**src/hdl/wca_pkg.sv**
```systemverilog
// Shared constants, field layout and types for the weighted confusion accumulator.
// No dependencies; imported by every module of the block.
package wca_pkg;

    localparam int MAX_CLASSES = 8;
    localparam int IDX_W       = (MAX_CLASSES > 1) ? $clog2(MAX_CLASSES) : 1;
    localparam int TREE_LVLS   = IDX_W;
    localparam int TREE_W      = 1 << TREE_LVLS;

    localparam int VAL_W   = 32;                 // Q16.16 scores, target, weight
    localparam int SUM_W   = 64;                 // Q48.16 sums
    localparam int CNT_W   = 4;                  // class_count register
    localparam int PC_W    = 3;                  // positive_class register
    localparam int TINT_W  = VAL_W - 16 + 1;     // integer part of |target|
    localparam int NUM_SUMS = 5;

    // s_axis_tdata: score_0..score_7, target_value, doc_weight
    localparam int TGT_LSB    = MAX_CLASSES * VAL_W;
    localparam int WGT_LSB    = TGT_LSB + VAL_W;
    localparam int S_TDATA_W  = ((WGT_LSB + VAL_W + 7) / 8) * 8;
    // m_axis_tdata: true_pos, target_pos, pred_pos, true_neg, target_neg
    localparam int M_TDATA_W  = NUM_SUMS * SUM_W;

    localparam int CFG_ADDR_W = 3;
    localparam int CFG_DATA_W = 32;
    localparam logic [CFG_ADDR_W-1:0] CFG_CLASS_COUNT    = 3'd0;
    localparam logic [CFG_ADDR_W-1:0] CFG_POSITIVE_CLASS = 3'd1;
    localparam logic [CFG_ADDR_W-1:0] CFG_TARGET_BORDER  = 3'd2;
    localparam logic [CFG_ADDR_W-1:0] CFG_LOGIT_BORDER   = 3'd3;
    localparam logic [CFG_ADDR_W-1:0] CFG_USE_WEIGHTS    = 3'd4;

    localparam logic [VAL_W-1:0] ONE_WEIGHT = 32'h0001_0000;

    typedef logic signed [VAL_W-1:0] t_val;

    typedef struct packed {
        logic [CNT_W-1:0] class_count;
        logic [PC_W-1:0]  positive_class;
        t_val             target_border;
        t_val             logit_border;
        logic             use_weights;
    } t_cfg;

    // per-document outcome handed from classification to accumulation
    typedef struct packed {
        logic             tpos;
        logic             ppos;
        logic             err;
        logic             last;
        logic [VAL_W-1:0] weight;
    } t_class_info;

endpackage

```
**src/hdl/wca_classify.sv**
```systemverilog
// Per-document classification: argmax tree or binary thresholds, target class,
// range check and effective weight. Combinational; depends on wca_pkg.
module wca_classify (
    input  wca_pkg::t_cfg                         i_cfg,
    input  logic [wca_pkg::S_TDATA_W-1:0]         i_data,
    input  logic                                  i_last,
    output wca_pkg::t_class_info                  o_info
);
    import wca_pkg::*;

    typedef struct packed {
        logic             vld;
        t_val             score;
        logic [IDX_W-1:0] idx;
    } t_cand;

    t_cand            tree [TREE_LVLS+1][TREE_W];
    logic [CNT_W-1:0] eff_count;
    logic             binary;
    t_val             score0;
    t_val             tv;
    logic             tv_neg;
    logic [VAL_W:0]   tv_mag;
    logic [TINT_W-1:0] tint;
    logic             gt_logit;
    logic             gt_target;
    logic             mc_tpos;
    logic             mc_err;
    logic             mc_ppos;

    always_comb begin
        if (i_cfg.class_count == '0) begin
            eff_count = CNT_W'(1);
        end else if (i_cfg.class_count > CNT_W'(MAX_CLASSES)) begin
            eff_count = CNT_W'(MAX_CLASSES);
        end else begin
            eff_count = i_cfg.class_count;
        end
    end

    assign binary = (eff_count == CNT_W'(1));
    assign score0 = t_val'(i_data[VAL_W-1:0]);
    assign tv     = t_val'(i_data[TGT_LSB +: VAL_W]);

    // first-max search as a balanced tree; on a tie the lower index wins
    always_comb begin
        for (int k = 0; k < TREE_W; k++) begin
            if (k < MAX_CLASSES) begin
                tree[0][k].vld   = (eff_count > CNT_W'(k));
                tree[0][k].score = t_val'(i_data[k*VAL_W +: VAL_W]);
            end else begin
                tree[0][k].vld   = 1'b0;
                tree[0][k].score = '0;
            end
            tree[0][k].idx = IDX_W'(k);
        end
        for (int l = 1; l <= TREE_LVLS; l++) begin
            for (int k = 0; k < TREE_W; k++) begin
                if (k < (TREE_W >> l)) begin
                    if (tree[l-1][2*k+1].vld && (!tree[l-1][2*k].vld ||
                        (tree[l-1][2*k+1].score > tree[l-1][2*k].score))) begin
                        tree[l][k] = tree[l-1][2*k+1];
                    end else begin
                        tree[l][k] = tree[l-1][2*k];
                    end
                end else begin
                    tree[l][k] = '0;
                end
            end
        end
    end

    // truncation toward zero: class is -(|tv| >> 16) when negative
    assign tv_neg = tv[VAL_W-1];
    assign tv_mag = tv_neg ? ((VAL_W+1)'(0) - {tv[VAL_W-1], tv}) : {1'b0, tv};
    assign tint   = tv_mag[VAL_W:16];

    assign mc_tpos = (tint == TINT_W'(i_cfg.positive_class)) &&
                     (!tv_neg || (i_cfg.positive_class == '0));
    assign mc_err  = (tv_neg && (tint != '0)) || (tint >= TINT_W'(eff_count));
    assign mc_ppos = (PC_W'(tree[TREE_LVLS][0].idx) == i_cfg.positive_class);

    assign gt_logit  = (score0 > i_cfg.logit_border);
    assign gt_target = (tv > i_cfg.target_border);

    always_comb begin
        if (binary) begin
            o_info.tpos = (i_cfg.positive_class == PC_W'(1)) ? gt_target :
                          (i_cfg.positive_class == '0) && !gt_target;
            o_info.ppos = (i_cfg.positive_class == PC_W'(1)) ? gt_logit :
                          (i_cfg.positive_class == '0) && !gt_logit;
            o_info.err  = 1'b0;
        end else begin
            o_info.tpos = mc_tpos;
            o_info.ppos = mc_ppos;
            o_info.err  = mc_err;
        end
        o_info.last   = i_last;
        o_info.weight = i_cfg.use_weights ? i_data[WGT_LSB +: VAL_W] : ONE_WEIGHT;
    end

endmodule

```
**src/hdl/wca_accum.sv**
```systemverilog
// Saturating accumulators and result register with its handshake.
// Depends on wca_pkg.
module wca_accum (
    input  logic                          i_clk,
    input  logic                          i_rst_n,
    input  logic                          i_adv,
    input  wca_pkg::t_class_info          i_info,
    input  logic                          i_out_ready,
    output logic                          o_out_valid,
    output logic [wca_pkg::M_TDATA_W-1:0] o_sums,
    output logic                          o_err
);
    import wca_pkg::*;

    logic [SUM_W-1:0] r_tp, r_tpos, r_ppos, r_tn, r_tneg;
    logic [SUM_W-1:0] n_tp, n_tpos, n_ppos, n_tn, n_tneg;
    logic             r_err_seen, n_err_seen;
    logic             r_out_valid;
    logic [M_TDATA_W-1:0] r_sums;
    logic             r_err;

    function automatic logic [SUM_W-1:0] sat_add(input logic [SUM_W-1:0] a,
                                                  input logic [VAL_W-1:0] b);
        logic [SUM_W:0] s;
        s = {1'b0, a} + (SUM_W+1)'(b);
        return s[SUM_W] ? '1 : s[SUM_W-1:0];
    endfunction

    always_comb begin
        n_tp       = (i_info.tpos && i_info.ppos) ? sat_add(r_tp, i_info.weight) : r_tp;
        n_tpos     = i_info.tpos ? sat_add(r_tpos, i_info.weight) : r_tpos;
        n_ppos     = i_info.ppos ? sat_add(r_ppos, i_info.weight) : r_ppos;
        n_tn       = (!i_info.tpos && !i_info.ppos) ? sat_add(r_tn, i_info.weight) : r_tn;
        n_tneg     = !i_info.tpos ? sat_add(r_tneg, i_info.weight) : r_tneg;
        n_err_seen = r_err_seen || i_info.err;
    end

    always_ff @(posedge i_clk) begin
        if (!i_rst_n) begin
            r_tp       <= '0;
            r_tpos     <= '0;
            r_ppos     <= '0;
            r_tn       <= '0;
            r_tneg     <= '0;
            r_err_seen <= 1'b0;
        end else if (i_adv) begin
            if (i_info.last) begin
                r_tp       <= '0;
                r_tpos     <= '0;
                r_ppos     <= '0;
                r_tn       <= '0;
                r_tneg     <= '0;
                r_err_seen <= 1'b0;
            end else begin
                r_tp       <= n_tp;
                r_tpos     <= n_tpos;
                r_ppos     <= n_ppos;
                r_tn       <= n_tn;
                r_tneg     <= n_tneg;
                r_err_seen <= n_err_seen;
            end
        end
    end

    // caller only advances a last item when this register is free
    always_ff @(posedge i_clk) begin
        if (!i_rst_n) begin
            r_out_valid <= 1'b0;
        end else if (i_adv && i_info.last) begin
            r_out_valid <= 1'b1;
        end else if (i_out_ready) begin
            r_out_valid <= 1'b0;
        end
    end

    always_ff @(posedge i_clk) begin
        if (i_adv && i_info.last) begin
            r_sums <= {n_tneg, n_tn, n_ppos, n_tpos, n_tp};
            r_err  <= n_err_seen;
        end
    end

    assign o_out_valid = r_out_valid;
    assign o_sums      = r_sums;
    assign o_err       = r_err;

endmodule

```
**src/hdl/weighted_confusion_accumulator.sv**
```systemverilog
// Weighted one-vs-rest confusion accumulator, top level.
// Holds configuration, input and classification registers; uses wca_pkg,
// wca_classify and wca_accum.
//
// Usage:
//   s_axis carries one document per transaction: eight Q16.16 scores, the
//   target and the weight in tdata, the last-of-range mark in tlast.
//   m_axis carries one result per range, emitted for the document with
//   tlast set: five Q48.16 sums in tdata, the range error flag in tuser.
//   The sums and the flag clear once a result has been taken into the
//   output register, so the next document starts a new range.
//   A result reaches m_axis through the input register, the classification
//   register and the output register. Throughput: one document per cycle
//   while no last document waits for the output register, set by the
//   combinational argmax tree and 64-bit saturating adds.
//   Stalls: documents that are not last keep flowing while a result waits
//   on m_axis; a last document waits in the classification register until
//   the output register is free, and backpressure then reaches s_axis.
//   Reset (synchronous, active low) clears the pipeline, the sums and the
//   flag, and restores the register defaults. Configuration writes belong
//   to idle periods only.
module weighted_confusion_accumulator (
    input  logic                              i_clk,
    input  logic                              i_rst_n,
    input  logic                              i_cfg_we,
    input  logic [wca_pkg::CFG_ADDR_W-1:0]    i_cfg_addr,
    input  logic [wca_pkg::CFG_DATA_W-1:0]    i_cfg_data,
    input  logic                              s_axis_tvalid,
    output logic                              s_axis_tready,
    // score_0..score_7, target_value, doc_weight
    input  logic [wca_pkg::S_TDATA_W-1:0]     s_axis_tdata,
    input  logic                              s_axis_tlast,
    output logic                              m_axis_tvalid,
    input  logic                              m_axis_tready,
    // true_pos_sum, target_pos_sum, pred_pos_sum, true_neg_sum, target_neg_sum
    output logic [wca_pkg::M_TDATA_W-1:0]     m_axis_tdata,
    // target_range_error
    output logic                              m_axis_tuser
);
    import wca_pkg::*;

    t_cfg                 r_cfg;
    logic                 r_in_valid;
    logic [S_TDATA_W-1:0] r_in_data;
    logic                 r_in_last;
    logic                 r_cls_valid;
    t_class_info          r_cls_info;
    t_class_info          cls_info;
    logic                 out_valid;
    logic                 out_free;
    logic                 s2_adv;
    logic                 s2_free;
    logic                 s1_free;

    always_ff @(posedge i_clk) begin
        if (!i_rst_n) begin
            r_cfg.class_count    <= CNT_W'(1);
            r_cfg.positive_class <= PC_W'(1);
            r_cfg.target_border  <= t_val'(32'sd32768);
            r_cfg.logit_border   <= '0;
            r_cfg.use_weights    <= 1'b0;
        end else if (i_cfg_we) begin
            case (i_cfg_addr)
                CFG_CLASS_COUNT:    r_cfg.class_count    <= i_cfg_data[CNT_W-1:0];
                CFG_POSITIVE_CLASS: r_cfg.positive_class <= i_cfg_data[PC_W-1:0];
                CFG_TARGET_BORDER:  r_cfg.target_border  <= t_val'(i_cfg_data);
                CFG_LOGIT_BORDER:   r_cfg.logit_border   <= t_val'(i_cfg_data);
                CFG_USE_WEIGHTS:    r_cfg.use_weights    <= i_cfg_data[0];
                default: ;
            endcase
        end
    end

    // only a last document needs the output register
    assign out_free = !out_valid || m_axis_tready;
    assign s2_adv   = r_cls_valid && (!r_cls_info.last || out_free);
    assign s2_free  = !r_cls_valid || s2_adv;
    assign s1_free  = !r_in_valid || s2_free;
    assign s_axis_tready = s1_free;

    always_ff @(posedge i_clk) begin
        if (!i_rst_n) begin
            r_in_valid  <= 1'b0;
            r_cls_valid <= 1'b0;
        end else begin
            if (s1_free) begin
                r_in_valid <= s_axis_tvalid;
            end
            if (s2_free) begin
                r_cls_valid <= r_in_valid;
            end
        end
    end

    always_ff @(posedge i_clk) begin
        if (s1_free && s_axis_tvalid) begin
            r_in_data <= s_axis_tdata;
            r_in_last <= s_axis_tlast;
        end
        if (s2_free && r_in_valid) begin
            r_cls_info <= cls_info;
        end
    end

    wca_classify u_classify (
        .i_cfg  (r_cfg),
        .i_data (r_in_data),
        .i_last (r_in_last),
        .o_info (cls_info)
    );

    wca_accum u_accum (
        .i_clk       (i_clk),
        .i_rst_n     (i_rst_n),
        .i_adv       (s2_adv),
        .i_info      (r_cls_info),
        .i_out_ready (m_axis_tready),
        .o_out_valid (out_valid),
        .o_sums      (m_axis_tdata),
        .o_err       (m_axis_tuser)
    );

    assign m_axis_tvalid = out_valid;

endmodule

```
**config.mk**
```make
export PLATFORM = sky130hd
export DESIGN_NAME = weighted_confusion_accumulator
export DESIGN_NICKNAME = d
export VERILOG_FILES = /design/src/hdl/wca_pkg.sv /design/src/hdl/wca_classify.sv /design/src/hdl/wca_accum.sv /design/src/hdl/weighted_confusion_accumulator.sv
export SDC_FILE = /design/constraint.sdc
export NUM_CORES = 2
export LEC_CHECK = 0
export BUFFER_PORTS_ARGS = -buffer_cell sky130_fd_sc_hd__buf_2
export CAP_MARGIN = 20
export CORE_ASPECT_RATIO = 0.6
export CORE_MARGIN = 2
export CORE_UTILIZATION = 45
export CTS_CLUSTER_DIAMETER = 120
export DETAILED_ROUTE_END_ITERATION = 12
export PLACE_DENSITY = 0.68
export SLEW_MARGIN = 15
export SYNTH_ARGS = -nofsm -noshare
export SYNTH_HDL_FRONTEND = slang
export SYNTH_SLANG_ARGS = --single-unit
```
**constraint.sdc**
```tcl
create_clock -name i_clk -period 17 [get_ports i_clk]
set_input_delay 2.55 -clock i_clk [delete_from_list [all_inputs] [get_ports i_clk]]
set_output_delay 2.55 -clock i_clk [all_outputs]
set_load 0.005 [all_outputs]
```
### Word-level counts from Yosys, hierarchy flattened

Index checks and enable logic that the tools add are counted.

* flip-flop bits (word level): 1074
* input port bits: 361
* output and inout port bits: 323
* logic and storage cells: 144

* add/subtract/negate cells: 6
* $lt $le $gt $ge: 19
* equal/unequal tests: 8
* mux-type cells: 31
* reductions and logical operators: 57

Operators by type and width (count)
* two-way mux 64 bit: 15
* adder 64 x 32 -> 65 bit: 5
* > comparator 32 bit: 9
* two-way mux 36 bit: 6
* two-way mux 33 bit: 1
* subtractor 1 x 32 -> 33 bit (first input constant): 1
* == test 17 x 3 -> 1 bit: 1
* >= comparator 17 x 4 -> 1 bit: 1
* logical AND 1 bit: 17
* nonzero test 17 bit: 1
* > comparator 4 x 3 -> 1 bit (second input constant): 4
* logical NOT 1 bit: 16
* logical OR 1 bit: 14
* AND reduction 2 bit: 5
* > comparator 4 x 1 -> 1 bit (second input constant): 2
* > comparator 4 x 2 -> 1 bit (second input constant): 2
* two-way mux 4 bit: 2
* == test 3 x 1 -> 1 bit (second input constant): 2
* == test 3 x 2 -> 1 bit (second input constant): 2
* logical NOT 3 bit: 2
* two-way mux 3 bit: 2
* two-way mux 1 bit: 5
* == test 4 x 1 -> 1 bit (second input constant): 1
* > comparator 4 bit (second input constant): 1
* other kinds (4): 4

### Depth between registers and ports, before layout

* depth in word-level cells: 18
* gate-level depth with buffers: 34
* depth with buffers taken out: 31

### By module

A second synthesis with hierarchy kept.

* cells, all modules: 6150
* area, all modules: 61650.4 µm²

Modules (own cells, without submodules)
* wca_accum: times used 1, cells an instance 4092, area each 37876.3 µm², sequential area each 16085.4 µm²
* weighted_confusion_accumulator: times used 1, cells an instance 642, area each 13573.0 µm², sequential area each 12201.7 µm²
* wca_classify: times used 1, cells an instance 1416, area each 10201.0 µm², sequential area each 0.0 µm²

### Least setup slack after synthesis

OpenSTA, ideal clock, no wires.

* kind: in2reg
* start: input port m_axis_tready
* end: register u_accum.r_ppos[50]
* arrival: 17187 ps
* required time: 16880 ps
* slack: -307 ps
* stages: 9
* path through: nor2b_1 nand2_1 nand2_1 nor2_1 nor2_1 clkbuf_1 clkbuf_1 o211ai_1 nand2_1

* cells in the longest elaborated chain, start to end: 3

Ends and longest elaborated chain
* from (decl): RTL line weighted_confusion_accumulator.sv:34 `input logic m_axis_tready,`
* logical OR 1 bit: RTL line weighted_confusion_accumulator.sv:75 `assign out_free = !out_valid || m_axis_tready;`
* logical OR 1 bit: RTL line weighted_confusion_accumulator.sv:76 `assign s2_adv = r_cls_valid && (!r_cls_info.last || out_free);`
* logical AND 1 bit: RTL line weighted_confusion_accumulator.sv:76
* to (signal assigned): RTL line wca_accum.sv:57 `r_ppos <= n_ppos;`
* to (decl): RTL line wca_accum.sv:15 `logic [SUM_W-1:0] r_tp, r_tpos, r_ppos, r_tn, r_tneg;`

Every way passes these cells.
A chain may end at the register's enable or synchronous reset.

==> summary.txt <==
CTS
  – Postcts setup bufs: 0
  – Root buf cell: clkbuf_16
  – Clock slew seen by the registers of the worst setup and hold paths: 60 ps
  – H-tree depth: 3
  – CTS buffer count: 105
  – CTS tree: built
  – Worst-case clock buffer depth: 3
  – Clock Latency Late Sink: 740 ps
  – Post-CTS sizing: 0
  – Hold buffers post-CTS: 0
  – CTS Sinks: 1074

Timing
  – Fin Setup TNS: 0 ps
  – Worst Max-Slew Pin Slew: 1244 ps
  – # setup viols final: 0
  – Fin crit share: 0.5827
  – Slew margin rel.: 0.1631
  – Layout Skew: 46.22 ps
  – Max Freq: 0.1010 GHz
  – RSZ-0062 raised after global routing: false
  – Fin. Hold Viols: 0
  – Hold Slack: 424.3 ps
  – Clock period minus worst slack: 9906 ps
  – Slew Limit Fails: 0

Global route
  – First-pass GRT wire length: 293300 um
  – GRT Total Usage: 0.2818
  – Vias in the first global route: 47240
  – Grt ovf: 0
  – Initial antenna violation count: 46
  – Largest net degree at the start of global routing: 170

Routing
  – Post-route DRC: 0
  – Metal2 WL: between 80000 and 90000 um
  – Via Count: ~50000
  – Drt total wl: 198100 um
  – DRT iter0 DRCs: 5289
  – DRT Pass-1 Iters: 6
  – WL/cell: around 23 um
  – Uppermost layer routed: met5
  – Vias per cell: approximately 5.9
  – Metal3 WL: 16870 um
  – Antenna-violating nets left: 0
  – WL met1: 89460 um

Power and ir drop
  – Leakage: between 20 and 30 nW
  – Clock power share: 0.399
  – Sequential fraction of design power: 0.481
  – Worst VDD drop: 0.08603 mV
  – Psw: 1.610 mW
  – Combinational power share: 0.120
  – Sw Ratio: 0.2639
  – Pwr/cell area: 88.96 mW/mm2
  – Cell-internal power: 4.492 mW
  – Overall power: 6.102 mW

Final layout
  – Final Core Density: 0.5203
  – Post-Layout Inst Area: 0.06859 mm2
  – Area Growth Syn to Fin: 14.53%
  – Ratio of cells with drive above 1 in the final layout: 0.1528
  – NumNets Final: 7500

Synthesis
  – Ys flop type: edfxtp_1
  – Mapped cell area: approximately 0.06 mm2
  – Mapped Cells: ~6100
  – Synth area leaders: edfxtp_1 (34%), dfxtp_1 (13%), ha_1 (9.4%), a21oi_1 (4.7%), nand2_1 (3.8%)
  – Top cells by count, synth: edfxtp_1 (678), nand2_1 (612), a21oi_1 (566), nor2_1 (497), ha_1 (452)
  – Adder-cell share of the synthesized area: 0.09611
  – Largest family of logic cells by synthesized area: compound AO/OA/AOI/OAI gates
  – Synthesized-area fraction occupied by xor and xnor cells: 0.03715
  – Post-synthesis net count: 6935
  – Yosys warns: 0
  – Simple-Gate Fraction of Synth Area: 0.1545
  – Yosys reg bits: about 1100
  – Yosys cell types: 97
  – Post-synthesis compound-gate area fraction: 0.1798
  – Area leader, netlist: edfxtp_1
  – Post-synthesis mux area share: 0.02185
  – Sequential area share after synthesis: 0.4723
  – Asr flop ratio synth: 0
  – EDFF count, synth: ~680
  – Yosys top cell area share: 0.3400
  – Avg Inst Size Synth: 9.790 um2
  – Most numerous cell in the Yosys netlist: edfxtp_1

Critical path
  – CP max stage cell: nor4_1
  – Max stage delay on crit path: 920 ps
  – Crit. End Element: flop
  – Flop-to-flop setup slack: 7090 ps
  – WS Path Type: flop to flop
  – Crit path required time: 17470 ps
  – Critical Path AT: 10370 ps
  – Crit start category: flop
  – Worst-path fanout max: 25

Outcome
  – Status: finished clean

Floorplanning
  – Row count: roughly 100
  – Core Area: 0.1318 mm2
  – Die Area: approximately 0.14 mm2
  – # IOs: 684
  – Initial Util: 0.4542
  – Die X: 475.0 um
  – Die height: 286.6 um

Placed design
  – Buffers on Ports: slightly below 700
  – GPL Wtd Cong: about 0.97
  – Placed Area: 0.06499 mm2
  – Post-DP HPWL: 151000 um

Min path
  – Hold WC Path Type: flop to flop

Run
  – Max Cap Viol: 0
[critical path, delay by kind of cell (launching register included)]
kind                     cells  cell delay (ps)
AO/OA/AOI/OAI               14             4140
flip-flops                   1              410
adder cells (fa/ha/maj)      3              920
AND/OR/NAND/NOR              7             2360
buffers and inverters        3              930
multiplexers                 3              840
[power by group through the flow]
stage	Sequential, mW	Clock [mW]	Combinational (mW)
6_report	2.93	2.44	0.732
5_1_grt	2.94	2.58	0.806
4_1_cts	2.93	2.47	0.719
3_5_place_dp	2.99	0	0.714
3_3_place_gp	2.99	0	0.697
2_1_floorplan	2.98	0	0.456
[metrics by stage]
stage | instances | setup WS [ps]
after floorplan | 6117 | 5044
final | 8581 | 7094
after detailed placement | 8359 | 7517
after global routing | 8572 | 6774
after CTS | 8558 | 7465
after global placement | 8357 | 7030
[final timing paths]
kind / start / end / cells after the start
max: r_in_data[14] / r_cls_info[34] / 30
min: r_in_last / r_cls_info[32] / 0
max reg2reg: r_in_data[14] / r_cls_info[34] / 30
min reg2reg: r_in_last / r_cls_info[32] / 0
[registers in the layout, indices dropped and copies added, names as in the netlist, 36 cells and up]
signal and cells:
u_accum.o_sums 320, u_accum.r_tpos 64, u_accum.r_tneg 64, u_accum.r_tn 64, u_accum.r_ppos 64, r_in_data 320, r_cls_info 36, r_cfg 72
u_accum.r_tp 64
[cell type report]
type                    instances  area [um2]
repair buffers                737        3871
inverters                     320        1202
clock buffers                 146        2929
diodes                         22       55.05
clock inverters                53       590.6
fillers                     11850       63250
multi-input cells            4444       29420
well taps                    1785        2233
flip-flops and latches       1074       28290
[routing by layer]
layer  vias to the layer above  track usage
met5                         -            0
met4                        26      0.08193
met3                       328      0.05306
met2                      2338       0.4249
met1                     24450       0.4108
li1                      23740            -
[cell usage in the layout (no fill, tap or decap), drive strengths merged, types with 79 or more instances in the layout]
master | synthesis | final
and3 | 101 | 101
a21oi | 569 | 569
nor2 | 499 | 499
clkbuf | 236 | 146
a21o | 137 | 137
dfxtp | 396 | 396
a22o | 128 | 128
nand4 | 116 | 116
edfxtp | 678 | 678
nor3 | 147 | 147
inv | 320 | 320
mux2i | 79 | 79
ha | 452 | 452
nand2 | 612 | 612
xnor2 | 163 | 163
buf | 43 | 737
xor2 | 91 | 91
o21ai | 288 | 288
nand3 | 176 | 176
[cell families (layout without fill, tap and decap cells)]
family / after synthesis / count (layout)
simple gates: 1957 / 1957
compound gates: 1651 / 1651
flops: 1074 / 1074
buf+inv: 599 / 1256
fa+ha+maj: 457 / 457
xor+xnor: 254 / 254
mux: 125 / 125
other cells: 0 / 22
(Power assumes the default switching activity.)
